`config.mk`:
```
export PLATFORM = sky130hd
export DESIGN_NAME = hsta_ram
export DESIGN_NICKNAME = d
export VERILOG_FILES = /design/src/hw/rtl/hsta_ram.sv
export SDC_FILE = /design/constraint.sdc
export NUM_CORES = 2
export LEC_CHECK = 0
export BUFFER_PORTS_ARGS = -buffer_cell sky130_fd_sc_hd__buf_2
export CORE_MARGIN = 2
export CORE_UTILIZATION = 63
export CTS_CLUSTER_SIZE = 20
export DETAILED_ROUTE_END_ITERATION = 10
export PLACE_DENSITY = 0.79
export SLEW_MARGIN = 15
export SYNTH_ARGS = -nofsm -noshare
export SYNTH_HDL_FRONTEND = slang
export SYNTH_SLANG_ARGS = --single-unit
```
`constraint.sdc`:
```
create_clock -name clk_i -period 2.95 [get_ports clk_i]
set_input_delay 0.4425 -clock clk_i [delete_from_list [all_inputs] [get_ports clk_i]]
set_output_delay 0.4425 -clock clk_i [all_outputs]
set_load 0.005 [all_outputs]
```
`src/hw/rtl/hsta_ram.sv`:
```
module hsta_ram #(
  parameter int unsigned Width    = 8,
  parameter int unsigned Depth    = 256,
  parameter int unsigned NumReads = 1
) (
  input  logic                     clk_i,
  input  logic                     we_i,
  input  logic [$clog2(Depth)-1:0] waddr_i,
  input  logic [Width-1:0]         wdata_i,
  input  logic                     re_i,
  input  logic [$clog2(Depth)-1:0] raddr_i [NumReads],
  output logic [Width-1:0]         rdata_o [NumReads]
);

  logic [Width-1:0] mem_q [Depth];

  always_ff @(posedge clk_i) begin
    if (we_i) begin
      mem_q[waddr_i] <= wdata_i;
    end
  end

  for (genvar i = 0; i < NumReads; i++) begin : g_rd
    always_ff @(posedge clk_i) begin
      if (re_i) begin
        rdata_o[i] <= mem_q[raddr_i[i]];
      end
    end
  end

endmodule

```
==> summary.txt <==
Logic synthesis
  • XOR/XNOR share of the synthesized area: 0%
  • YS warnings: 0
  • Syn Nets: between 3000 and 4000
  • Main combinational cell family by area after synthesis: multiplexers
  • Avg Cell Area, Syn: 21.3 um^2
  • Synth cell count leaders: 2056 x edfxtp_1, 454 x mux4_2, 282 x nor2_1
  • #FFs+latches synth: 2056
  • Largest area contributor in the netlist: edfxtp_1
  • Asr flop ratio synth: 0%
  • Mux cell area share after synthesis: ~15%
  • Unique cell type count in the Yosys netlist: 54
  • Ys flop type: edfxtp_1
  • Synthesized instance count: approximately 3700
  • Adder-Cell Fraction of Synth Area: 0%
  • Synth area leaders: edfxtp_1 78%, mux4_2 13%, mux2i_1 1.7%
  • Simple-gate share of the synthesized area: 2.63%
  • Synthesized cell area: about 80000 um^2
  • Compound-cell area share of the yosys netlist: 3.42%
  • EDFF count, synth: 2056
  • Top-count cell post-synth: edfxtp_1
  • Yosys top cell area share: between 70% and 80%
  • Sequential element share of the synthesized area: a little under 80%

Finish
  • Nets@finish: roughly 4300
  • Final core occ: roughly 73%
  • Layout cells sized above 1: 30.3%
  • Synthesis-to-layout area growth: 15.3%
  • Count of non-filler cells in the finished layout: 6117

Setup path
  • Startpoint Class: flip-flop
  • Delay-heaviest family, CP: simple AND/OR/NAND/NOR gates
  • WS Path Type: reg -> reg
  • CP Capture Type: flip-flop
  • Worst path max stage delay: about 960 ps
  • Worst R2R Path Depth: 6
  • Worst Path Required: 3500 ps
  • CP cell instances: mux4_2, o311ai_0, o22ai_1, nor4_1, buf_4, nor4_2
  • CP Depth: 6
  • Slowest-stage cell, CP: nor4_1
  • Crit Path Max Fanout: 2
  • CP bufs+invs: 1
  • CP Data Arrival Time: 3460 ps

STA
  • FMAX: between 0.3 and 0.4 GHz
  • Min Tclk post-route: between 2000 and 3000 ps
  • Final Hold Slack: around 150 ps
  • Actual slew at the worst max-slew pin: ~1100 ps
  • Skew final: approximately 30 ps
  • Setup Total Neg Slack: 0 ps
  • Final period utilization: a little over nine tenths
  • Slew Limit Headroom: 24.9%
  • RSZ-0062 raised after global routing: false
  • Final setup fails: 0
  • Fin. max-slew vios: 0
  • Final Hold Vio Count: 0

Floorplan
  • Die width: around 360 um
  • Initial Util: a little under two thirds
  • Die area: around 130000 um^2
  • Ports: 35
  • Core Area: about 130000 um^2
  • Row count: 130
  • Die height: ~360 um

Clock network
  • Max Buffers Root-to-Sink: 3
  • Htree depth: 4
  • CTS buffer count: around 190
  • Clk root buf: clkbuf_16
  • Clock-pin transition on the worst setup and hold timing paths: approximately 60 ps
  • Post-CTS setup buffer count: 0
  • Clk_lat worst skew: between 800 and 900 ps
  • CTS tree: yes
  • Clk sinks: slightly above 2000

Placed design
  • Cell count after placement: approximately 5800
  • Port Buffers: 34
  • RePlAce Congestion: between 0.9 and 1
  • Hpwl dp: approximately 130 mm

Global route
  • First-pass GRT wire length: 298 mm
  • Largest net degree at the start of global routing: about 110
  • Overflow after GRT: 0
  • GRT Total Usage: between 30% and 40%
  • Vias in the first global route: about 43000
  • Initial antenna violation count: 7

Pwr
  • Peak supply drop: 748 uV
  • Sequential Power Share: 54.0%
  • Switching Share: 21.5%
  • P_int: 0.0469 W
  • Switch Pwr: roughly 0.013 W
  • Total Power: approximately 0.06 W
  • Leak: between 20 and 30 nW
  • Comb power frac: 5.5%
  • PwrDens: between 600 and 700 nW/um^2
  • Power share of the clock group: between 40% and 50%

Drt
  • ANT nets after route: 0
  • Initial DRC Count: approximately 7300
  • DR DRC count: 0
  • Routed vias/inst: 6.96
  • Vias post-DR: 42600
  • Pre-antenna DRT Iters: 6
  • Final WL: just over 200 mm
  • Routed len/inst: 33.6 um

Worst hold path
  • HP Class: in -> reg
  • Hold Crit Depth: 1

Run
  • Max-Cap Viols: 0

Status
  • Outcome: complete, no violations
[per-layer routing]
| metal | track usage (%) | part of all wire, % |
|---|---|---|
| met4 | 13.4 | 4.7 |
| met1 | 43.8 | 34 |
| met2 | 51.0 | 48 |
| met5 | 0 | 0.021 |
| met3 | 7.98 | 13 |
[flip-flops by register name, indices dropped and copies added, names as in the netlist]
signal and flops:
rdata_o 8, mem_q 2048
[repair_timing]
item,in CTS,in global routing
gates resized for setup,0,0
hold buffers,1,0
endpoints found under the hold margin,6,0
[metrics by stage]
stage | setup WS [ps] | area (um^2)
floorplan | 431 | 79600
global placement | -504 | 85700
detailed placement | -527 | 85700
CTS | 236 | 91800
global route | 40.6 | 91800
finish | 40.5 | 91800
[power by group through the flow]
| stage | Combinational [W] | Sequential, W | Clock, W |
|---|---|---|---|
| global placement | 0.00307 | 0.0329 | 0 |
| detailed placement | 0.00315 | 0.0329 | 0 |
| finish | 0.00327 | 0.0323 | 0.0243 |
| floorplan | 0.00156 | 0.0329 | 0 |
| global route | 0.00338 | 0.0322 | 0.0254 |
| CTS | 0.00322 | 0.0323 | 0.0244 |
[layout make-up]
| type | count | area, um^2 |
|---|---|---|
| diodes | 5 | 12.5 |
| flip-flops and latches | 2056 | 61700 |
| clock buffers | 225 | 4910 |
| inverters | 2 | 7.51 |
| fillers | 6639 | 33700 |
| clock inverters | 121 | 1210 |
| well taps | 1650 | 2060 |
| repair buffers | 616 | 5420 |
| multi-input cells | 1442 | 16500 |
[logic make-up after synthesis]
| group | after synthesis |
|---|---|
| buffers and inverters | 235 |
| AO/OA/AOI/OAI | 385 |
| AND/OR/NAND/NOR | 466 |
| multiplexers | 591 |
| flip-flops | 2056 |
[final timing paths]
path / start / slack [ps] / to
worst max-delay path: mem_q[234][6]$_DFFE_PP_ / 40 / rdata_o[6]$_DFFE_PP_
worst min-delay path: wdata_i[1] / 150 / mem_q[231][1]$_DFFE_PP_
worst max register to register: mem_q[234][6]$_DFFE_PP_ / 40 / rdata_o[6]$_DFFE_PP_
worst min register to register: mem_q[38][6]$_DFFE_PP_ / 1190 / rdata_o[6]$_DFFE_PP_
[cell usage in the layout, fill, tap and decap left out, types with 46 or more instances in the layout]
master	n
mux2i_1	134
a21oi_1	96
o221ai_1	46
nor2_1	279
a22oi_1	133
mux4_2	454
clkinv_1	47
clkbuf_16	191
buf_4	519
buf_12	63
edfxtp_1	2056
[worst register-to-register path: cells and delay by family (launching register included)]
kind            cells  cell delay [ps]
mux                 1              500
simple gates        2             1010
compound gates      2              450
flops               1              380
buf+inv             1              280
Note: power is estimated with default switching activity, not from simulation.
