File: src/hw/rtl/hsta_pkg.sv
package hsta_pkg;

  localparam int unsigned ChW      = 8;
  localparam int unsigned NumCh    = 3;
  localparam int unsigned PixW     = 24;
  localparam int unsigned PctW     = 7;
  localparam int unsigned CfgIdxW  = 2;
  localparam int unsigned HvW      = 15;
  localparam int unsigned DivNW    = 15;
  localparam int unsigned DivDW    = 9;
  localparam int unsigned SvW      = 12;
  localparam int unsigned Q100W    = 4;
  localparam int unsigned ProdW    = ChW + SvW;
  localparam int unsigned HlProdW  = ChW + HvW;
  localparam int unsigned TblDepth = 256;

  localparam logic [PctW-1:0] PctMax        = 7'd100;
  localparam logic [ChW-1:0]  ChMax         = 8'd255;
  localparam logic [15:0]     Recip100      = 16'd41944;
  localparam int unsigned     Recip100Shift = 22;
  localparam logic [15:0]     HlSatBase     = 16'd25600;
  localparam logic [DivDW-1:0] ShadowBase   = 9'd265;

  typedef enum logic [CfgIdxW-1:0] {
    CFG_HL_PCT = 2'd0,
    CFG_SH_PCT = 2'd1,
    CFG_FORMAT = 2'd2
  } cfg_idx_e;

  typedef enum logic {
    FMT_RGB888 = 1'b0,
    FMT_RGB565 = 1'b1
  } pix_fmt_e;

  typedef enum logic [3:0] {
    BS_LEVEL,
    BS_HDIV_START,
    BS_HDIV_WAIT,
    BS_SDIV_START,
    BS_SDIV_WAIT,
    BS_MUL,
    BS_QUO,
    BS_WRITE,
    BS_READY
  } build_state_e;

  typedef struct packed {
    logic             ready;
    pix_fmt_e         fmt;
    logic             hl_act;
    logic [ChW-1:0]   level_h;
    logic [HvW-1:0]   hv;
  } tone_cfg_t;

  typedef struct packed {
    logic           we;
    logic [ChW-1:0] addr;
    logic [ChW-1:0] data;
  } tbl_wr_t;

  // Exact for x below 43690; every 15-bit caller value stays below 32768.
  function automatic logic [ChW-1:0] div100(input logic [14:0] x);
    logic [30:0] m;
    m = 31'(x) * 31'(Recip100);
    return m[Recip100Shift+ChW-1:Recip100Shift];
  endfunction

  function automatic logic [14:0] mul100(input logic [ChW-1:0] v);
    return 15'(v) * 15'd100;
  endfunction

endpackage

File: src/hw/rtl/hsta_pipe.sv
module hsta_pipe
  import hsta_pkg::*;
(
  input  logic            clk_i,
  input  logic            rst_ni,
  input  tone_cfg_t       tone_i,
  input  logic            in_valid_i,
  output logic            in_ready_o,
  input  logic [PixW-1:0] pixel_word_i,
  input  logic            last_in_i,
  output logic            out_valid_o,
  input  logic            out_ready_i,
  output logic [PixW-1:0] pixel_out_o,
  output logic            last_out_o,
  output logic            rd_en_o,
  output logic [ChW-1:0]  rd_addr_o [NumCh],
  input  logic [ChW-1:0]  rd_data_i [NumCh]
);

  logic           s1_valid_q, s2_valid_q, s3_valid_q, out_valid_q;
  logic           s1_en, s2_en, s3_en, out_en;

  logic [ChW-1:0] in_ch [NumCh];
  logic [ChW-1:0] s1_c_q [NumCh];
  logic           s1_last_q;

  logic [HlProdW-1:0] p_full [NumCh];
  logic [HlProdW-1:0] sat_lim [NumCh];
  logic [ChW-1:0]     s2_c_q [NumCh];
  logic [14:0]        s2_p_q [NumCh];
  logic               s2_sat_q [NumCh];
  logic               s2_byp_q [NumCh];
  logic               s2_last_q;

  logic           s3_byp_q [NumCh];
  logic           s3_last_q;

  logic [ChW-1:0]  res_ch [NumCh];
  logic [PixW-1:0] res_pix;
  logic [PixW-1:0] out_pix_q;
  logic            out_last_q;

  assign out_en     = !out_valid_q || out_ready_i;
  assign s3_en      = !s3_valid_q || out_en;
  assign s2_en      = !s2_valid_q || s3_en;
  assign s1_en      = !s1_valid_q || s2_en;
  assign in_ready_o = tone_i.ready && s1_en;
  assign rd_en_o    = s3_en;

  always_comb begin
    case (tone_i.fmt)
      FMT_RGB565: begin
        in_ch[0] = {pixel_word_i[15:11], 3'b0};
        in_ch[1] = {pixel_word_i[10:5], 2'b0};
        in_ch[2] = {pixel_word_i[4:0], 3'b0};
      end
      default: begin
        in_ch[0] = pixel_word_i[23:16];
        in_ch[1] = pixel_word_i[15:8];
        in_ch[2] = pixel_word_i[7:0];
      end
    endcase
  end

  always_comb begin
    for (int i = 0; i < NumCh; i++) begin
      p_full[i]    = HlProdW'(s1_c_q[i]) * HlProdW'(tone_i.hv);
      sat_lim[i]   = HlProdW'(HlSatBase - 16'(mul100(s1_c_q[i])));
      rd_addr_o[i] = s2_c_q[i];
      if (tone_i.hl_act) begin
        rd_addr_o[i] = s2_sat_q[i] ? ChMax : s2_c_q[i] + div100(s2_p_q[i]);
      end
      res_ch[i] = s3_byp_q[i] ? ChMax : rd_data_i[i];
    end
  end

  always_comb begin
    case (tone_i.fmt)
      FMT_RGB565: res_pix = {8'b0, res_ch[0][7:3], res_ch[1][7:2], res_ch[2][7:3]};
      default:    res_pix = {res_ch[0], res_ch[1], res_ch[2]};
    endcase
  end

  always_ff @(posedge clk_i or negedge rst_ni) begin
    if (!rst_ni) begin
      s1_valid_q  <= 1'b0;
      s2_valid_q  <= 1'b0;
      s3_valid_q  <= 1'b0;
      out_valid_q <= 1'b0;
    end else begin
      if (s1_en) begin
        s1_valid_q <= in_valid_i && in_ready_o;
      end
      if (s2_en) begin
        s2_valid_q <= s1_valid_q;
      end
      if (s3_en) begin
        s3_valid_q <= s2_valid_q;
      end
      if (out_en) begin
        out_valid_q <= s3_valid_q;
      end
    end
  end

  always_ff @(posedge clk_i) begin
    if (s1_en) begin
      s1_c_q    <= in_ch;
      s1_last_q <= last_in_i;
    end
    if (s2_en) begin
      for (int i = 0; i < NumCh; i++) begin
        s2_c_q[i]   <= s1_c_q[i];
        s2_p_q[i]   <= p_full[i][14:0];
        s2_sat_q[i] <= p_full[i] >= sat_lim[i];
        s2_byp_q[i] <= tone_i.hl_act && (s1_c_q[i] >= tone_i.level_h);
      end
      s2_last_q <= s1_last_q;
    end
    if (s3_en) begin
      s3_byp_q  <= s2_byp_q;
      s3_last_q <= s2_last_q;
    end
    if (out_en) begin
      out_pix_q  <= res_pix;
      out_last_q <= s3_last_q;
    end
  end

  assign out_valid_o = out_valid_q;
  assign pixel_out_o = out_pix_q;
  assign last_out_o  = out_last_q;

endmodule

File: config.mk
export PLATFORM = sky130hd
export DESIGN_NAME = hsta_pipe
export DESIGN_NICKNAME = d
export VERILOG_FILES = /design/src/hw/rtl/hsta_pkg.sv /design/src/hw/rtl/hsta_pipe.sv
export SDC_FILE = /design/constraint.sdc
export NUM_CORES = 2
export LEC_CHECK = 0
export BUFFER_PORTS_ARGS = -buffer_cell sky130_fd_sc_hd__buf_2
export CAP_MARGIN = 30
export CELL_PAD_IN_SITES_DETAIL_PLACEMENT = 1
export CELL_PAD_IN_SITES_GLOBAL_PLACEMENT = 1
export CORE_MARGIN = 10
export CORE_UTILIZATION = 52
export DETAILED_ROUTE_END_ITERATION = 16
export PLACE_DENSITY = 0.85
export SLEW_MARGIN = 20
export SYNTH_ARGS = -nofsm -noshare
export SYNTH_HDL_FRONTEND = slang
export SYNTH_SLANG_ARGS = --single-unit
export TNS_END_PERCENT = 100
File: constraint.sdc
create_clock -name clk_i -period 7.29 [get_ports clk_i]
set_input_delay 0.729 -clock clk_i [delete_from_list [all_inputs] [get_ports clk_i]]
set_output_delay 0.729 -clock clk_i [all_outputs]
set_load 0.005 [all_outputs]
==> metrics.cfg <==
[global_route]
grt-ovfl-total = 0
grt_pass1_wl_mm = 146
grt_util_all_layers_pct = 26.1
grt_pass1_vias = 27991
antenna_found_initial = 4
grt_max_degree = 65

[logic_synthesis]
synthTopCellsByCount = 737 x inv_1, 624 x ha_1, 450 x fa_1
ys_ff_latch = 134
synth_top_area_share_pct = 28.9
postSynthCellCount = 3213
async_flop_share_pct = 2.99
yosysWarnings = 0
synth.most_common_cell = inv_1
yosysSeqAreaShare_pct = 12.9
yosysTopAreaCell = fa_1
synth_area_um2 = 31200
ys.flop_type = edfxtp_1
synth_edf_count = 130
synth.distinct_cells = 58
synth_area_leaders = fa_1 29%, ha_1 25%, edfxtp_1 13%, inv_1 8.9%, and2_1 4.1%
syn_avg_cell_area_um2 = 9.70
synth_nets = 4366

[run]
max_cap_violations = 0

[cts]
htree_num_levels = 4
cts.path.max_buffers = 2
clockRootBuffer = clkbuf_16
clkLatencyLatePin_ns = 0.49
cts.sinks = 134
cts_tree = yes
cts_hold_buf = 0
path_clk_slew_ns = 0.08
cts_made_buffers = 17

[detailed_routing]
post-route-drc-count = 0
drt_pass1_iterations = 5
drtIter0Drc = 1544
drt-total-wl_mm = 103
final_antenna_net_count = 0
wire_per_inst_um = 24.5
viasPerCell = 5.85
dr_total_vias = 24608

[worst_hold_path]
min_path_type = input pin to async pin

[cells_and_area]
fin_util_pct = 58.9
layout.cells.non_filler = 4209
multi_input_area_um2 = 24700
drive_above_1_share_pct = 12.6
nFillCells = 6567
finish.net_count = 4574
area_growth_syn_to_layout_pct = 11.7
seq_area_um2 = 4000

[sta]
hold_violations = 0
whs_ns = 0.0295
worstMarginPinSlew_ns = 0.986
maxSlewViolCount = 0
clock.fmax_mhz = 131
fin_crit_ns = 7.66
setup_ws_ns = -0.371
fin_crit_sh_pct = 105
rsz0062_at_grt = true
slew_headroom_pct = 34.3
clock-skew-final_ns = 0.0145
setup_viol = 7

[worst_setup_path]
arrival_ns = 6.93
criticalPathCategory = flop to primary output
slowest_stage = fa_1
cpPeakStageDelay_ns = 0.57
worstPathRequired_ns = 6.56
cp_max_fo = 3
end_kind = primary output
start_kind = flop

[die]
fp.dieH_um = 265
die_w_um = 265
io_pins = 131
coreArea_um2 = 59100
initial_core_util_pct = 52.7
std_cell_rows = 89
fp.dieArea_um2 = 70100

[status]
violations = setup timing
status = complete, but fails checks

[placement]
place.gp.congestion = 0.871
dp_cells = 4092
dp_hpwl_mm = 71.0
portBuffers = 130

-- registers in the layout, summed over array words and instances (netlist names), 3 cells and up --
| register | flops |
|---|---|
| s1_c_q | 24 |
| s2_c_q | 24 |
| s2_p_q | 45 |
| s2_sat_q | 3 |
| s3_byp_q | 3 |
| s2_byp_q | 3 |
| pixel_out_o | 24 |
-- final cells by class --
type	instances	area share [%]
clock buffer	17	1.22
inverter	737	7.95
multi-input combinational	2269	71.0
clock inverter	15	0.662
sequential	134	11.5
timing repair buffer	262	4.91
tap	773	2.78
antenna	2	0.0144
-- metal layers --
metal | wire, um | vias to the layer above | track usage, % | part of all wire [%]
met5 | 28 | - | 0 | 0.027
met4 | 5500 | 4 | 10.2 | 5.3
met3 | 5790 | 373 | 4.26 | 5.6
met2 | 54200 | 979 | 49.2 | 53
met1 | 37600 | 12597 | 28.8 | 36
li1 | - | 10655 | - | -
-- placed cells by master (no fill, tap or decap), drive strengths merged, types with 6 or more instances in the layout --
master	n
ha	624
clkbuf	17
o21ai	47
nor2b	40
nand2b	22
buf	262
nor3	26
edfxtp	130
nand3	35
mux2	16
a21oi	118
o21bai	20
nand2	217
o22a	24
fa	450
nand4	18
and2	202
a211o	10
a211oi	8
a31oi	9
inv	746
o21a	16
a21o	75
o211ai	6
xor2	42
nor2	80
xnor2	116
-- final timing paths --
path                                     startpoint                        to  slack (ns)  depth (start not counted)
min reg2reg                     s3_last_q$_DFFE_PP_      last_out_o$_DFFE_PP_        0.42                          0
min                                          rst_ni   out_valid_o$_DFFE_PN0P_        0.03                          1
min in group clk_i                        last_in_i       s1_last_q$_DFFE_PN_        0.42                          1
max reg2reg                s1_c_q[18]$_SDFFCE_PP0N_  s2_sat_q[0][0]$_DFFE_PP_        0.05                         25
max in group asynchronous                    rst_ni    s3_valid_q$_DFFE_PN0P_        7.14                          1
max                         s2_p_q[0][26]$_DFFE_PP_             rd_addr_o[15]       -0.37                         28
-- through the flow --
step                setup TNS, ns  instance area (um^2)  setup WS (ns)
global route                -3.83                 34800         -0.664
detailed placement        -0.0363                 32900        -0.0363
floorplan                       0                 31200          0.723
CTS                             0                 34000       0.000744
finish                      -1.17                 34800         -0.371
global placement                0                 32900          0.206
-- logic make-up (layout without fill, tap and decap cells) --
| family | count (synthesis) | after routing | share of synthesized area (%) |
|---|---|---|---|
| adders and majority gates | 1074 | 1074 | 54.0 |
| xor gates and xnor gates | 158 | 158 | 4.44 |
| other | 0 | 2 | 0 |
| and+or+nand+nor | 654 | 654 | 10.5 |
| AOI/OAI and AO/OA | 367 | 367 | 7.85 |
| buffers and inverters | 810 | 1031 | 9.76 |
| DFF | 134 | 134 | 12.9 |
| muxes | 16 | 16 | 0.578 |
-- critical path: cells and delay by family (launching register included) --
family	cells	cell delay [ns]
AOI/OAI and AO/OA	11	1.85
buffers and inverters	7	0.69
DFF	1	0.50
xor gates and xnor gates	3	0.45
adders and majority gates	7	2.95
-- timing repair --
action	CTS	global route
gates resized for setup	47	93
setup buffers	42	41
setup endpoints to repair	10	13
pin swaps	27	98
Power is left out: the tool's default activity adds up to more than one toggle a clock period on the data nets, which glitch-free logic cannot reach.
