**config.mk**
```make
export PLATFORM = sky130hd
export DESIGN_NAME = hsta_build
export DESIGN_NICKNAME = d
export VERILOG_FILES = /design/src/hw/rtl/hsta_pkg.sv /design/src/hw/rtl/hsta_div.sv /design/src/hw/rtl/hsta_build.sv
export SDC_FILE = /design/constraint.sdc
export NUM_CORES = 1
export LEC_CHECK = 0
export ABC_AREA = 1
export ABC_CLOCK_PERIOD_IN_PS = 9900
export BUFFER_PORTS_ARGS = -buffer_cell sky130_fd_sc_hd__clkbuf_2
export CORE_UTILIZATION = 45
export DETAILED_ROUTE_END_ITERATION = 8
export HOLD_SLACK_MARGIN = 0.12
export MAX_ROUTING_LAYER = met4
export SKIP_LAST_GASP = 1
export SLEW_MARGIN = 25
export SYNTH_ARGS = -nofsm -noshare
export SYNTH_HDL_FRONTEND = slang
export SYNTH_SLANG_ARGS = --single-unit
```
**constraint.sdc**
```tcl
create_clock -name clk_i -period 9.9 [get_ports clk_i]
set_input_delay 0.495 -clock clk_i [delete_from_list [all_inputs] [get_ports clk_i]]
set_output_delay 0.495 -clock clk_i [all_outputs]
set_load 0.01 [all_outputs]
```
**src/hw/rtl/hsta_pkg.sv**
```systemverilog
package hsta_pkg;

  localparam int unsigned ChW      = 8;
  localparam int unsigned NumCh    = 3;
  localparam int unsigned PixW     = 24;
  localparam int unsigned PctW     = 7;
  localparam int unsigned CfgIdxW  = 2;
  localparam int unsigned HvW      = 15;
  localparam int unsigned DivNW    = 15;
  localparam int unsigned DivDW    = 9;
  localparam int unsigned SvW      = 12;
  localparam int unsigned Q100W    = 4;
  localparam int unsigned ProdW    = ChW + SvW;
  localparam int unsigned HlProdW  = ChW + HvW;
  localparam int unsigned TblDepth = 256;

  localparam logic [PctW-1:0] PctMax        = 7'd100;
  localparam logic [ChW-1:0]  ChMax         = 8'd255;
  localparam logic [15:0]     Recip100      = 16'd41944;
  localparam int unsigned     Recip100Shift = 22;
  localparam logic [15:0]     HlSatBase     = 16'd25600;
  localparam logic [DivDW-1:0] ShadowBase   = 9'd265;

  typedef enum logic [CfgIdxW-1:0] {
    CFG_HL_PCT = 2'd0,
    CFG_SH_PCT = 2'd1,
    CFG_FORMAT = 2'd2
  } cfg_idx_e;

  typedef enum logic {
    FMT_RGB888 = 1'b0,
    FMT_RGB565 = 1'b1
  } pix_fmt_e;

  typedef enum logic [3:0] {
    BS_LEVEL,
    BS_HDIV_START,
    BS_HDIV_WAIT,
    BS_SDIV_START,
    BS_SDIV_WAIT,
    BS_MUL,
    BS_QUO,
    BS_WRITE,
    BS_READY
  } build_state_e;

  typedef struct packed {
    logic             ready;
    pix_fmt_e         fmt;
    logic             hl_act;
    logic [ChW-1:0]   level_h;
    logic [HvW-1:0]   hv;
  } tone_cfg_t;

  typedef struct packed {
    logic           we;
    logic [ChW-1:0] addr;
    logic [ChW-1:0] data;
  } tbl_wr_t;

  // Exact for x below 43690; every 15-bit caller value stays below 32768.
  function automatic logic [ChW-1:0] div100(input logic [14:0] x);
    logic [30:0] m;
    m = 31'(x) * 31'(Recip100);
    return m[Recip100Shift+ChW-1:Recip100Shift];
  endfunction

  function automatic logic [14:0] mul100(input logic [ChW-1:0] v);
    return 15'(v) * 15'd100;
  endfunction

endpackage

```
**src/hw/rtl/hsta_div.sv**
```systemverilog
module hsta_div
  import hsta_pkg::*;
(
  input  logic             clk_i,
  input  logic             rst_ni,
  input  logic             start_i,
  input  logic [DivNW-1:0] dividend_i,
  input  logic [DivDW-1:0] divisor_i,
  output logic             done_o,
  output logic [DivNW-1:0] quo_o,
  output logic [DivDW-1:0] rem_o
);

  localparam int unsigned CntW = $clog2(DivNW);

  logic            busy_q, busy_d;
  logic            done_q, done_d;
  logic [CntW-1:0] cnt_q, cnt_d;
  logic [DivNW-1:0] quo_q, quo_d;
  logic [DivDW-1:0] rem_q, rem_d;
  logic [DivDW-1:0] dvs_q, dvs_d;
  logic [DivDW:0]   trial;
  logic             ge;

  always_comb begin
    busy_d = busy_q;
    done_d = 1'b0;
    cnt_d  = cnt_q;
    quo_d  = quo_q;
    rem_d  = rem_q;
    dvs_d  = dvs_q;
    trial  = {rem_q, quo_q[DivNW-1]};
    ge     = trial >= {1'b0, dvs_q};
    if (start_i) begin
      busy_d = 1'b1;
      cnt_d  = '0;
      quo_d  = dividend_i;
      rem_d  = '0;
      dvs_d  = divisor_i;
    end else if (busy_q) begin
      rem_d = ge ? DivDW'(trial - {1'b0, dvs_q}) : trial[DivDW-1:0];
      quo_d = {quo_q[DivNW-2:0], ge};
      cnt_d = cnt_q + 1'b1;
      if (cnt_q == CntW'(DivNW - 1)) begin
        busy_d = 1'b0;
        done_d = 1'b1;
      end
    end
  end

  always_ff @(posedge clk_i or negedge rst_ni) begin
    if (!rst_ni) begin
      busy_q <= 1'b0;
      done_q <= 1'b0;
      cnt_q  <= '0;
    end else begin
      busy_q <= busy_d;
      done_q <= done_d;
      cnt_q  <= cnt_d;
    end
  end

  always_ff @(posedge clk_i) begin
    quo_q <= quo_d;
    rem_q <= rem_d;
    dvs_q <= dvs_d;
  end

  assign done_o = done_q;
  assign quo_o  = quo_q;
  assign rem_o  = rem_q;

endmodule

```
**src/hw/rtl/hsta_build.sv**
```systemverilog
module hsta_build
  import hsta_pkg::*;
(
  input  logic               clk_i,
  input  logic               rst_ni,
  input  logic               cfg_we_i,
  input  logic [CfgIdxW-1:0] cfg_idx_i,
  input  logic [PctW-1:0]    cfg_data_i,
  output tone_cfg_t          tone_o,
  output tbl_wr_t            tbl_wr_o
);

  build_state_e state_q, state_d;

  logic [PctW-1:0]  hpct_q, spct_q;
  pix_fmt_e         fmt_q;
  logic             restart;

  logic [ChW-1:0]   lvl_h_q, lvl_h_d, lvl_s_q, lvl_s_d;
  logic [HvW-1:0]   hv_q, hv_d;
  logic [Q100W-1:0] q100_q, q100_d;
  logic [DivDW-1:0] r100_q, r100_d;
  logic [ChW-1:0]   v_q, v_d;
  logic [SvW-1:0]   sq_q, sq_d;
  logic [DivDW-1:0] sr_q, sr_d;
  logic [ProdW-1:0] prod_q, prod_d;
  logic [ChW-1:0]   quo_q, quo_d;
  logic             zero_q, zero_d;

  logic [PctW-1:0]  hpct_sat, spct_sat;
  logic [DivDW-1:0] shadow_div;
  logic [DivDW:0]   sr_sum;

  logic             div_start;
  logic [DivNW-1:0] div_dividend;
  logic [DivDW-1:0] div_divisor;
  logic             div_done;
  logic [DivNW-1:0] div_quo;
  logic [DivDW-1:0] div_rem;

  hsta_div u_div (
    .clk_i      (clk_i),
    .rst_ni     (rst_ni),
    .start_i    (div_start),
    .dividend_i (div_dividend),
    .divisor_i  (div_divisor),
    .done_o     (div_done),
    .quo_o      (div_quo),
    .rem_o      (div_rem)
  );

  always_ff @(posedge clk_i or negedge rst_ni) begin
    if (!rst_ni) begin
      hpct_q <= PctMax;
      spct_q <= '0;
      fmt_q  <= FMT_RGB888;
    end else if (cfg_we_i) begin
      case (cfg_idx_e'(cfg_idx_i))
        CFG_HL_PCT: hpct_q <= cfg_data_i;
        CFG_SH_PCT: spct_q <= cfg_data_i;
        CFG_FORMAT: fmt_q  <= pix_fmt_e'(cfg_data_i[0]);
        default: ;
      endcase
    end
  end

  assign restart = cfg_we_i && (cfg_idx_e'(cfg_idx_i) == CFG_HL_PCT ||
                                cfg_idx_e'(cfg_idx_i) == CFG_SH_PCT);

  assign hpct_sat   = (hpct_q > PctMax) ? PctMax : hpct_q;
  assign spct_sat   = (spct_q > PctMax) ? PctMax : spct_q;
  assign shadow_div = ShadowBase - DivDW'(lvl_s_q);
  assign sr_sum     = {1'b0, sr_q} + {1'b0, r100_q};

  always_comb begin
    state_d      = state_q;
    lvl_h_d      = lvl_h_q;
    lvl_s_d      = lvl_s_q;
    hv_d         = hv_q;
    q100_d       = q100_q;
    r100_d       = r100_q;
    v_d          = v_q;
    sq_d         = sq_q;
    sr_d         = sr_q;
    prod_d       = prod_q;
    quo_d        = quo_q;
    zero_d       = zero_q;
    div_start    = 1'b0;
    div_dividend = 15'd100;
    div_divisor  = shadow_div;
    tbl_wr_o     = '0;
    tbl_wr_o.addr = v_q;
    case (state_q)
      BS_LEVEL: begin
        lvl_h_d = div100({hpct_sat, 8'b0} - 15'(hpct_sat));
        lvl_s_d = div100({spct_sat, 8'b0} - 15'(spct_sat));
        state_d = BS_HDIV_START;
      end
      BS_HDIV_START: begin
        if (lvl_h_q == '0 || lvl_h_q == ChMax) begin
          hv_d    = '0;
          state_d = BS_SDIV_START;
        end else begin
          div_start    = 1'b1;
          div_dividend = mul100(ChMax - lvl_h_q);
          div_divisor  = DivDW'(lvl_h_q);
          state_d      = BS_HDIV_WAIT;
        end
      end
      BS_HDIV_WAIT: begin
        if (div_done) begin
          hv_d    = div_quo + 1'b1;
          state_d = BS_SDIV_START;
        end
      end
      BS_SDIV_START: begin
        div_start = 1'b1;
        state_d   = BS_SDIV_WAIT;
      end
      BS_SDIV_WAIT: begin
        if (div_done) begin
          q100_d  = div_quo[Q100W-1:0];
          r100_d  = div_rem;
          v_d     = ChMax;
          sq_d    = '0;
          sr_d    = '0;
          state_d = BS_MUL;
        end
      end
      BS_MUL: begin
        prod_d  = ProdW'(v_q) * ProdW'(sq_q);
        state_d = BS_QUO;
      end
      BS_QUO: begin
        zero_d  = prod_q >= (ProdW'(mul100(v_q)) + ProdW'(100));
        quo_d   = div100(prod_q[14:0]);
        state_d = BS_WRITE;
      end
      BS_WRITE: begin
        tbl_wr_o.we = 1'b1;
        if (lvl_s_q == '0) begin
          tbl_wr_o.data = v_q;
        end else if (v_q <= lvl_s_q || zero_q) begin
          tbl_wr_o.data = '0;
        end else begin
          tbl_wr_o.data = v_q - quo_q;
        end
        if (v_q == '0) begin
          state_d = BS_READY;
        end else begin
          v_d     = v_q - 1'b1;
          state_d = BS_MUL;
          if (sr_sum >= {1'b0, shadow_div}) begin
            sr_d = DivDW'(sr_sum - {1'b0, shadow_div});
            sq_d = sq_q + SvW'(q100_q) + 1'b1;
          end else begin
            sr_d = sr_sum[DivDW-1:0];
            sq_d = sq_q + SvW'(q100_q);
          end
        end
      end
      BS_READY: ;
      default: state_d = BS_LEVEL;
    endcase
    if (restart) begin
      state_d = BS_LEVEL;
    end
  end

  always_ff @(posedge clk_i or negedge rst_ni) begin
    if (!rst_ni) begin
      state_q <= BS_LEVEL;
    end else begin
      state_q <= state_d;
    end
  end

  always_ff @(posedge clk_i) begin
    lvl_h_q <= lvl_h_d;
    lvl_s_q <= lvl_s_d;
    hv_q    <= hv_d;
    q100_q  <= q100_d;
    r100_q  <= r100_d;
    v_q     <= v_d;
    sq_q    <= sq_d;
    sr_q    <= sr_d;
    prod_q  <= prod_d;
    quo_q   <= quo_d;
    zero_q  <= zero_d;
  end

  assign tone_o.ready   = (state_q == BS_READY);
  assign tone_o.fmt     = fmt_q;
  assign tone_o.hl_act  = (lvl_h_q != ChMax);
  assign tone_o.level_h = lvl_h_q;
  assign tone_o.hv      = hv_q;

endmodule

```
==> results.json, run 1 <==
{
  "drtAntennaViolNets": 0,
  "grt_max_degree": 30,
  "cts_tree": "built",
  "drt_iter0_markers": 944,
  "initial_core_util": 0.458,
  "fin_tns_setup_ns": 0,
  "drt_first_pass_iters": 5,
  "slew_headroom": 0.360,
  "drive_above_1_share": 0.0483,
  "startpoint_type": "register",
  "netlist.area_leader.share": 0.229,
  "avgRoutedWirePerCell_um": 15.1,
  "hold_violations": 0,
  "coreArea_mm2": 0.0567,
  "ys_ff_latch": 160,
  "synth_fp_nets": 3883,
  "arrival_ns": 6.71,
  "cts_buffers": 17,
  "clk_path_buf_depth": 2,
  "rsz0062_at_grt": "no",
  "drv_slew": 0,
  "cp-startpoint": "hpct_q[6]$_DFFE_PN1P_",
  "clockRootBuffer": "clkbuf_16",
  "cts_max_level": 4,
  "final_cell_mix": "801 x inv_1, 529 x nand2_1, 476 x ha_1",
  "hp-start": "cfg_data_i[2]",
  "gp_congestion": 0.928,
  "syn2layout_area_growth_pct": 6.89,
  "critPathRequiredTime_ns": 10.13,
  "ys_types": 55,
  "dieArea_mm2": 0.0587,
  "min_path_type": "primary input to register",
  "dieHeight_um": 242,
  "dp_cells": 3909,
  "post-dp-hpwl_um": 50900,
  "yosys-top-cells-area": "ha_1 23%, fa_1 21%, edfxtp_1 15%, inv_1 12%, nand2_1 7.6%",
  "critPathMaxFanout": 7,
  "synth_area_mm2": 0.0260,
  "fmax_ghz": 0.154,
  "seq_area_frac_synth": 0.177,
  "io_pins": 55,
  "final_cells": 3942,
  "cp-end-kind": "register",
  "gr-total-overflow": 0,
  "synth_ff_type": "edfxtp_1",
  "ys_async_sr_fraction": 0.156,
  "drv_cap": 0,
  "route.vias.total": 19690,
  "antenna_found_initial": 0,
  "cts.sinks": 160,
  "grt_pass1_wl_um": 101000,
  "outcome": "finished clean",
  "final_nets": 3932,
  "die_x_um": 242,
  "max_slew.worst_pin.slew_ns": 0.957,
  "synth_edf_count": 126,
  "fin_crit_sh": 0.654,
  "avgSynthCellArea_um2": 8.31,
  "fin_area_mm2": 0.0278,
  "grt_use_total": 0.219,
  "yosysTopAreaCell": "ha_1",
  "placed_cell_area_mm2": 0.0271,
  "r2r-start": "hpct_q[6]$_DFFE_PN1P_",
  "io_buffers": 54,
  "ctsResizeCount": 0,
  "clk_pin_slew_worst_paths_ns": 0.07,
  "routed_wl_um": 59500,
  "min_period_ns": 6.48,
  "worstSetupPathType": "register to register",
  "grt_pass1_vias": 20316,
  "setup-violations-final": 0,
  "final_common_cell": "inv_1",
  "postSynthCellCount": 3124,
  "clock_skew_ns": 0.0116,
  "route.detailed.drc": 0,
  "rows": 87,
  "viasPerCell": 4.99,
  "antenna_cells": 0,
  "clock_latency_ns": 0.48,
  "ys_warn_count": 0
}
cells in the mapped netlist, types with 7 or more instances:
cell / n
edfxtp_1: 126
a21o_1: 16
inv_1: 801
or2_2: 8
nor2_1: 145
a21oi_1: 166
o21ai_1: 9
fa_1: 271
ha_1: 476
nand2_1: 529
inv_2: 13
dfxtp_1: 9
clkbuf_1: 30
o211ai_1: 8
nor3_1: 35
o21ai_0: 107
a31oi_1: 7
o21a_1: 7
xor2_1: 78
nand4_1: 35
dfrtp_1: 22
o21bai_1: 9
xnor2_1: 23
nand3b_1: 11
nand2_2: 9
nand3_1: 101
area by class of cell:
| class | instances | area [µm²] |
|---|---|---|
| flip-flops and latches | 160 | 4590 |
| repair buffers | 67 | 370 |
| well taps | 756 | 946 |
| inverters | 815 | 3060 |
| fillers | 5506 | 29000 |
| clock buffers | 18 | 429 |
| clock inverters | 14 | 181 |
| multi-input cells | 2112 | 18200 |
through the flow:
step / util / worst slack [ns] / hold WS [ns]
floorplan: - / 4.07 / 0.199
global placement: 0.478 / 3.61 / 0.450
finish: 0.490 / 3.42 / 0.260
CTS: 0.489 / 3.47 / 0.243
detailed placement: 0.478 / 3.50 / 0.457
global route: 0.490 / 2.95 / 0.292
worst paths after layout:
check	endpoint	slack, ns	depth (start not counted)
setup reg to reg	lvl_h_q[7]$_DFFE_PP_	3.42	26
hold / removal	hpct_q[2]$_DFFE_PN1P_	0.26	3
max in group asynchronous	u_div.busy_q$_DFF_PN0_	8.87	2
setup / recovery	lvl_h_q[7]$_DFFE_PP_	3.42	26
hold reg to reg	r100_q[8]$_DFFE_PP_	0.47	0
min in group asynchronous	hpct_q[1]$_DFFE_PN0P_	0.57	2
registers in the layout, indices dropped and copies added (netlist names), 8 cells and up:
signal	cells
u_div.rem_o	9
hv_q	15
prod_q	20
lvl_s_q	8
v_q	8
u_div.dvs_q	9
quo_q	8
sq_q	12
lvl_h_q	8
sr_q	9
u_div.quo_o	15
r100_q	9
timing repair:
action,4_1_cts,5_1_grt
hold endpoints to repair,22,0
buffers inserted,0,0
hold buffers,1,0
critical path, cell delays in order, from the launching register on:
cell	delay, ns
dfstp_2	0.59
nand2_1	0.09
a21oi_2	0.12
nand2_2	0.11
nand2_1	0.20
ha_1	0.28
nand3_4	0.12
nand3_1	0.11
xor2_1	0.43
inv_1	0.22
ha_1	0.37
fa_1	0.59
fa_1	0.44
fa_1	0.49
inv_1	0.05
fa_1	0.52
inv_1	0.04
ha_1	0.33
a21o_1	0.21
a31oi_1	0.15
o21ai_0	0.11
nand2_1	0.07
nand3_1	0.15
a21oi_1	0.23
inv_1	0.07
nand3_1	0.08
nand2_1	0.05
routing by layer:
layer  wire length [µm]  vias to the layer above  track usage
met4               1140                        0       0.0542
met3               1950                       68       0.0288
li1                   -                     9944            -
met2              28700                      326        0.362
met5                  0                        -            -
met1              27700                     9352        0.284
logic make-up (layout without fill, tap and decap cells):
group                    Yosys count  after routing  share of synthesized area
XOR/XNOR                         103            103                     0.0353
buffers and inverters            852            914                      0.124
AO/OA/AOI/OAI                    366            366                     0.0790
flip-flops                       160            160                      0.177
AND/OR/NAND/NOR                  896            896                      0.147
adder cells (fa/ha/maj)          747            747                      0.438
Power of run 1 is left out: the tool's default activity adds up to more than one toggle a clock period on the data nets, which glitch-free logic cannot reach.
==> inputs of run 2 (changes only) <==
--- a/config.mk
+++ b/config.mk
@@ -6,7 +6,7 @@
 export NUM_CORES = 1
 export LEC_CHECK = 0
 export ABC_AREA = 1
-export ABC_CLOCK_PERIOD_IN_PS = 9900
+export ABC_CLOCK_PERIOD_IN_PS = 6600
 export BUFFER_PORTS_ARGS = -buffer_cell sky130_fd_sc_hd__clkbuf_2
 export CORE_UTILIZATION = 45
 export DETAILED_ROUTE_END_ITERATION = 8
==> constraint.sdc (replaced) <==
create_clock -name clk_i -period 6.6 [get_ports clk_i]
set_input_delay 0.33 -clock clk_i [delete_from_list [all_inputs] [get_ports clk_i]]
set_output_delay 0.33 -clock clk_i [all_outputs]
set_load 0.01 [all_outputs]
==> results.json, run 2 (synthesis results as in run 1) <==
{
  "slew_headroom": 0.341,
  "largest-register": "prod_q",
  "path_cells": "nand2_1 -> a21oi_2 -> nand2_2 -> nand2_2 -> ha_1 -> inv_1 -> o21ai_1 -> nand2_2 -> fa_1 -> ha_1 -> fa_1 -> inv_1 -> fa_1 -> inv_1 -> fa_1 -> ha_1 -> nand2_1 -> inv_1 -> nand3_1 -> nor3_1 -> nand4_1 -> nand3_1 -> a21oi_1 -> xor2_1",
  "final_common_cell": "inv_1",
  "slowest_stage": "dfstp_2",
  "largest_reg_flops": 20,
  "cts_tree": "built",
  "dieArea_mm2": 0.0587,
  "grt_pass1_vias": 20375,
  "drive_above_1_share": 0.0513,
  "fin_tns_setup_ns": 0,
  "placed_cell_area_mm2": 0.0272,
  "fillers": 5435,
  "drt_iter0_markers": 989,
  "r2r-start": "hpct_q[6]$_DFFE_PN1P_",
  "coreArea_mm2": 0.0567,
  "clock_latency_ns": 0.49,
  "fin_crit_sh": 0.936,
  "clk_pin_slew_worst_paths_ns": 0.07,
  "hp-start": "cfg_data_i[3]",
  "crit_buf_inv": 4,
  "route.vias.total": 19744,
  "critPathMaxFanout": 8,
  "drv_cap": 0,
  "avgRoutedWirePerCell_um": 15.0,
  "hold_violations": 0,
  "viasPerCell": 5.00,
  "die_x_um": 242,
  "routed_wl_um": 59300,
  "wl_met2_um": 28600,
  "antenna_found_initial": 0,
  "drv_slew": 0,
  "cts.sinks": 160,
  "drt_first_pass_iters": 5,
  "arrival_ns": 6.41,
  "clk_path_buf_depth": 2,
  "critPathRequiredTime_ns": 6.83,
  "cts_buffers": 17,
  "final_cell_mix": "800 x inv_1, 528 x nand2_1, 476 x ha_1",
  "cts_setup_buffers": 0,
  "top_layer_used": "met4",
  "clock_skew_ns": 0.0147,
  "fin_area_mm2": 0.0279,
  "worstSetupPathType": "register to register",
  "dieHeight_um": 242,
  "slowest_delay_ns": 0.60,
  "min_period_ns": 6.18,
  "route.detailed.drc": 0,
  "multi_input_area_mm2": 0.0182,
  "hold_ws_ns": 0.137,
  "min_path_type": "primary input to register",
  "seq_area_mm2": 0.00459,
  "rows": 87,
  "outcome": "finished clean",
  "crit_family": "adder cells",
  "cp-end-kind": "register",
  "io_buffers": 54,
  "grt_pass1_wl_um": 100000,
  "io_pins": 55,
  "cts_max_level": 4,
  "antenna_cells": 0,
  "drtAntennaViolNets": 0,
  "gr-total-overflow": 0,
  "grt_use_total": 0.218,
  "post-dp-hpwl_um": 50500,
  "gp_congestion": 0.913,
  "setup-violations-final": 0,
  "cp-startpoint": "hpct_q[6]$_DFFE_PN1P_",
  "clockRootBuffer": "clkbuf_16",
  "syn2layout_area_growth_pct": 7.31,
  "wl_met3_um": 1880,
  "startpoint_type": "register",
  "final_nets": 3941,
  "m1WireLength_um": 27800,
  "max_slew.worst_pin.slew_ns": 0.989,
  "rsz0062_at_grt": "no",
  "grt_max_degree": 30,
  "fmax_ghz": 0.162,
  "initial_core_util": 0.458
}
-- run 2: final cells by class --
cell class,count,area share
Sequential cell,160,0.165
Clock inverter,15,0.00615
Tap cell,756,0.0339
Timing Repair Buffer,76,0.0161
Inverter,815,0.110
Clock buffer,17,0.0153
Multi-Input combinational cell,2112,0.654
-- run 2: final timing paths --
path	to	slack [ns]	cells after the start
worst max-delay path	lvl_h_q[6]$_DFFE_PP_	0.42	24
worst min-delay path	hpct_q[3]$_DFFE_PN0P_	0.14	3
worst max register to register	lvl_h_q[6]$_DFFE_PP_	0.42	24
worst min register to register	r100_q[8]$_DFFE_PP_	0.48	0
max in group asynchronous	spct_q[2]$_DFFE_PN0P_	5.74	2
min in group asynchronous	hpct_q[1]$_DFFE_PN0P_	0.40	2
-- run 2: stage by stage --
stage | utilization | std cells | worst slack, ns
5_1_grt | 0.491 | 3951 | 0.00866
4_1_cts | 0.491 | 3951 | 0.219
2_1_floorplan | - | 3124 | 0.772
6_report | 0.491 | 3951 | 0.421
3_5_place_dp | 0.479 | 3914 | 0.271
3_3_place_gp | 0.479 | 3914 | 0.409
-- run 2: timing repair --
| item | 4_1_cts | 5_1_grt |
|---|---|---|
| gates resized for setup | 0 | 7 |
| hold buffers | 5 | 0 |
| hold endpoints to repair | 26 | 0 |
| endpoints found under the setup margin | 0 | 11 |
-- run 2: worst register-to-register path: stages, from the launching register on --
cell and delay, ns:
dfstp_2 0.60, nand2_1 0.09, a21oi_2 0.12, nand2_2 0.12, nand2_2 0.15, ha_1 0.26
inv_1 0.07, o21ai_1 0.31, nand2_2 0.25, fa_1 0.55, ha_1 0.32, fa_1 0.50
inv_1 0.07, fa_1 0.54, inv_1 0.06, fa_1 0.49, ha_1 0.36, nand2_1 0.11
inv_1 0.06, nand3_1 0.09, nor3_1 0.23, nand4_1 0.13, nand3_1 0.20, a21oi_1 0.12
xor2_1 0.15
-- run 2: routing by layer --
layer | track usage | vias up
li1 | - | 9943
met1 | 0.280 | 9452
met2 | 0.360 | 285
met3 | 0.0288 | 64
met4 | 0.0577 | 0
met5 | - | -
Power of run 2 is left out for the same reason.
